<file path="config.mk">
export PLATFORM = sky130hd
export DESIGN_NAME = chtd_ram
export DESIGN_NICKNAME = d
export VERILOG_FILES = /design/src/hw/rtl/assert_macros.svh /design/src/hw/rtl/chtd_ram.sv
export SDC_FILE = /design/constraint.sdc
export NUM_CORES = 2
export LEC_CHECK = 0
export ABC_AREA = 0
export BUFFER_PORTS_ARGS = -buffer_cell sky130_fd_sc_hd__buf_2
export CORE_ASPECT_RATIO = 1.1
export CORE_MARGIN = 1.5
export CORE_UTILIZATION = 63
export CTS_CLUSTER_SIZE = 30
export DETAILED_ROUTE_END_ITERATION = 12
export GPL_ROUTABILITY_DRIVEN = 0
export PLACE_DENSITY = 0.79
export SLEW_MARGIN = 5
export SYNTH_ARGS = -nofsm -noshare
export SYNTH_HDL_FRONTEND = slang
export SYNTH_SLANG_ARGS = --single-unit
</file>
<file path="constraint.sdc">
create_clock -name i_clk -period 3.74 [get_ports i_clk]
set_input_delay 0.561 -clock i_clk [delete_from_list [all_inputs] [get_ports i_clk]]
set_output_delay 0.561 -clock i_clk [all_outputs]
set_load 0.03 [all_outputs]
</file>
<file path="src/hw/rtl/assert_macros.svh">
// Assertion macros used by the top-level RTL file to check its own behavior.
`ifndef ASSERT_MACROS_SVH
`define ASSERT_MACROS_SVH

// Same-cycle implication, clocked on i_clk and disabled in reset.
`define CHK_SAME(lbl, ante, cons) \
    lbl: assert property (@(posedge i_clk) disable iff (!i_rst_n) (ante) |-> (cons)) \
        else $error("assertion failed");

// Next-cycle implication, clocked on i_clk and disabled in reset.
`define CHK_NEXT(lbl, ante, cons) \
    lbl: assert property (@(posedge i_clk) disable iff (!i_rst_n) (ante) |=> (cons)) \
        else $error("assertion failed");

`endif

</file>
<file path="src/hw/rtl/chtd_ram.sv">
// Simple dual-port RAM with one write port and one registered read port.
module chtd_ram #(
    parameter int DEPTH = 288,
    parameter int WIDTH = 9
) (
    input  logic                     i_clk,
    input  logic                     i_we,
    input  logic [$clog2(DEPTH)-1:0] i_waddr,
    input  logic [WIDTH-1:0]         i_wdata,
    input  logic [$clog2(DEPTH)-1:0] i_raddr,
    output logic [WIDTH-1:0]         o_rdata
);

    logic [WIDTH-1:0] r_mem [DEPTH];
    logic [WIDTH-1:0] r_rdata;

    always_ff @(posedge i_clk) begin
        if (i_we) begin
            r_mem[i_waddr] <= i_wdata;
        end
        r_rdata <= r_mem[i_raddr];
    end

    assign o_rdata = r_rdata;

endmodule

</file>
==> impl_metrics.yaml <==
outcome:
  outcome: "completed"
hold_path:
  worstHoldPathType: "in2reg"
global_routing:
  grt_usage_pct: 35.22
  grt_pass1_vias: 55100
  grt_pass1_wl_um: 400300
  overflow: 0
  grt_max_degree: 142
  antenna_found_initial: 15
placement:
  dp_hpwl_um: 172600
  dpl_worst_slack_ns: -0.2561
  portBuffers: 37
worst_setup_path:
  worstPathArrival_ns: 4.34
  cpMaxStageDelayCell: "a311oi_1"
  cpPeakStageDelay_ns: 0.81
  cp_data_required_time_ns: 4.51
  cpMostUsedCell: "mux4_2"
  worstSetupPathType: "reg2reg"
  start_kind: "register"
  crit_chain: "mux4_2 -> mux4_2 -> nor2b_1 -> a311oi_1 -> buf_4 -> a211oi_1 -> or4_1 -> and3_1"
  worst_setup_path_end_kind: "register"
  path_max_fanout: 1
route:
  wl_per_cell_um: 36.77
  dr.first_iter.drc_count: 9563
  firstDrtPassIters: 7
  drc: 0
  dr_total_vias: 55460
  postRouteAntennaNets: 0
  viasPerCell: 7.221
  drt-total-wl_um: 282400
clock_tree:
  post_cts_buffers: 0
  clockBufferDepth: 3
  clockRootBuffer: "clkbuf_16"
  postCtsHoldBufs: 0
  clk_latency_ns: 0.89
  numCtsBuffers: 232
  cts-resized-gates: 0
  cts.sink_count: 2601
  clk_pin_slew_ns: 0.07
  cts_tree: "built"
  cts_htree_levels: 4
timing:
  clock_skew_ns: 0.04165
  finalCritPeriodShare_pct: 95.57
  fin_crit_ns: 3.574
  clock.fmax_mhz: 279.8
  worst_slack_ns: 0.1658
  finalHoldViolations: 0
  setup_viol: 0
  finalMaxSlewViolations: 0
  rsz0062_at_grt: "false"
  worstMarginPinSlew_ns: 1.387
  slew_headroom_pct: 6.330
synthesis:
  syn-cell-area_um2: 101100
  syn-num-nets: 4762
  synth-edff-count: 2592
  yosys_warnings: 0
  synth.top_cells.by_area: "edfxtp_1, mux4_2, mux2i_1, nor2_1, nand2_1"
  syn_inst: 4733
  ys.flop_type: "edfxtp_1"
  avgSynthCellArea_um2: 21.36
  yosysTopAreaCell: "edfxtp_1"
  yosys.area.top_type_share_pct: 77.00
  ys_ff_latch: 2601
  ys_types: 64
  async_flop_share_pct: 0
  seq_area_frac_synth_pct: 77.18
final_layout:
  nets: 5390
  syn2layout_area_growth_pct: 14.19
  final_util_pct: 72.26
  fill_cells: 8494
  drive_gt1_share_pct: 30.26
pwr:
  power_density_nw_per_um2: 510.2
  ir_drop_mv: 0.6186
  leakagePower_nw: 37.30
floorplan:
  core-area_um2: 159700
  rows: 154
  pin_count: 38
  die_h_um: 423.1
  dieArea_um2: 162900
  fp.dieW_um: 384.9
  initial_utilization_pct: 63.28
run:
  maxCapViolCount: 0
## through the flow
stage,power (mW),hold slack [ns],setup TNS [ns],instances,area (µm²)
global route,60.05,0.1430,0,7670,115400
finish,58.88,0.1667,0,7680,115400
CTS,58.86,0.1066,0,7668,115400
detailed placement,35.96,1.049,-0.8545,7233,108000
floorplan,34.34,0.6599,0,4733,101100
global placement,35.88,1.035,-0.7011,7233,108000
## final timing paths
kind | startpoint | end | slack, ns | cells after the start
worst min register to register | r_mem[122][6] | o_rdata[6] | 1.09 | 5
worst max register to register | r_mem[53][0] | o_rdata[0] | 0.17 | 8
worst min-delay path | i_wdata[7] | r_mem[274][7] | 0.17 | 1
worst max-delay path | r_mem[53][0] | o_rdata[0] | 0.17 | 8
## sequential cells by signal (all words and copies together) (netlist names)
signal	count
r_mem	2592
o_rdata	9
## power breakdown
group / switching [mW] / internal [mW]
logic: 2.14 / 1.18
clock network: 10.6 / 12.8
registers: 0.0565 / 32.1
## cell usage after synthesis, types with 5 or more instances
cell,number
inv_1,6
or2_2,6
buf_6,31
nor4_1,14
a31oi_1,17
clkbuf_1,131
edfxtp_1,2592
o211ai_1,9
nand3_1,44
nor2_1,327
a22oi_1,11
a311oi_1,18
mux2_2,23
nor3_1,28
o221ai_1,36
o22ai_1,56
and3_1,25
nor2b_1,14
buf_2,57
or3_1,5
nand2_1,216
buf_1,21
mux2i_1,164
nand4_1,8
mux4_2,637
nand2b_1,12
a211oi_1,19
buf_4,35
a21oi_1,54
o21ai_0,29
buf_12,6
and2_1,6
a2111oi_0,10
dfxtp_1,9
## layout make-up
type	instances	area, µm²	area share (%)
antenna	12	30.03	0.02602
clock buffer	281	6062	5.252
clock inverter	154	1351	1.171
inverter	7	36.28	0.03144
multi-input combinational	1841	21430	18.57
sequential	2601	78010	67.59
tap	2106	2635	2.283
timing repair buffer	678	5857	5.074
## critical path, delay by kind of cell (launching register included)
family | cells | cell delay [ns]
muxes | 2 | 0.98
DFF | 1 | 0.41
AOI/OAI and AO/OA | 2 | 0.86
buffers and inverters | 1 | 0.23
and+or+nand+nor | 3 | 0.99
## kinds of logic (layout without fill, tap and decap cells)
logic type	count (synthesis)	in the layout	synth area share, %
DFF	2601	2601	77.18
muxes	827	827	16.11
and+or+nand+nor	718	718	3.034
AOI/OAI and AO/OA	296	296	2.035
buffers and inverters	291	1120	1.641
other	0	12	0
## layer usage
layer  vias to the layer above  share of wire [%]  track usage (%)
met4                        20                6.7            19.66
met3                       981                 13            9.351
met2                      5121                 48            54.67
met5                         -              0.050                0
li1                      20990                  -                -
met1                     28340                 32            45.83
## cell usage in the layout (no fill, tap or decap), types with 23 or more instances in the layout
cell	n
clkinv_2	49
edfxtp_1	2592
mux2i_1	164
nor2_1	327
o21ai_0	29
o221ai_1	36
buf_4	582
clkbuf_16	234
clkinv_1	65
nor3_1	28
buf_12	59
a21oi_1	54
clkbuf_1	44
buf_2	24
mux4_2	637
o22ai_1	56
nand3_1	40
nand2_1	215
and3_1	25
mux2_2	23
Note: power is estimated with default switching activity, not from simulation.
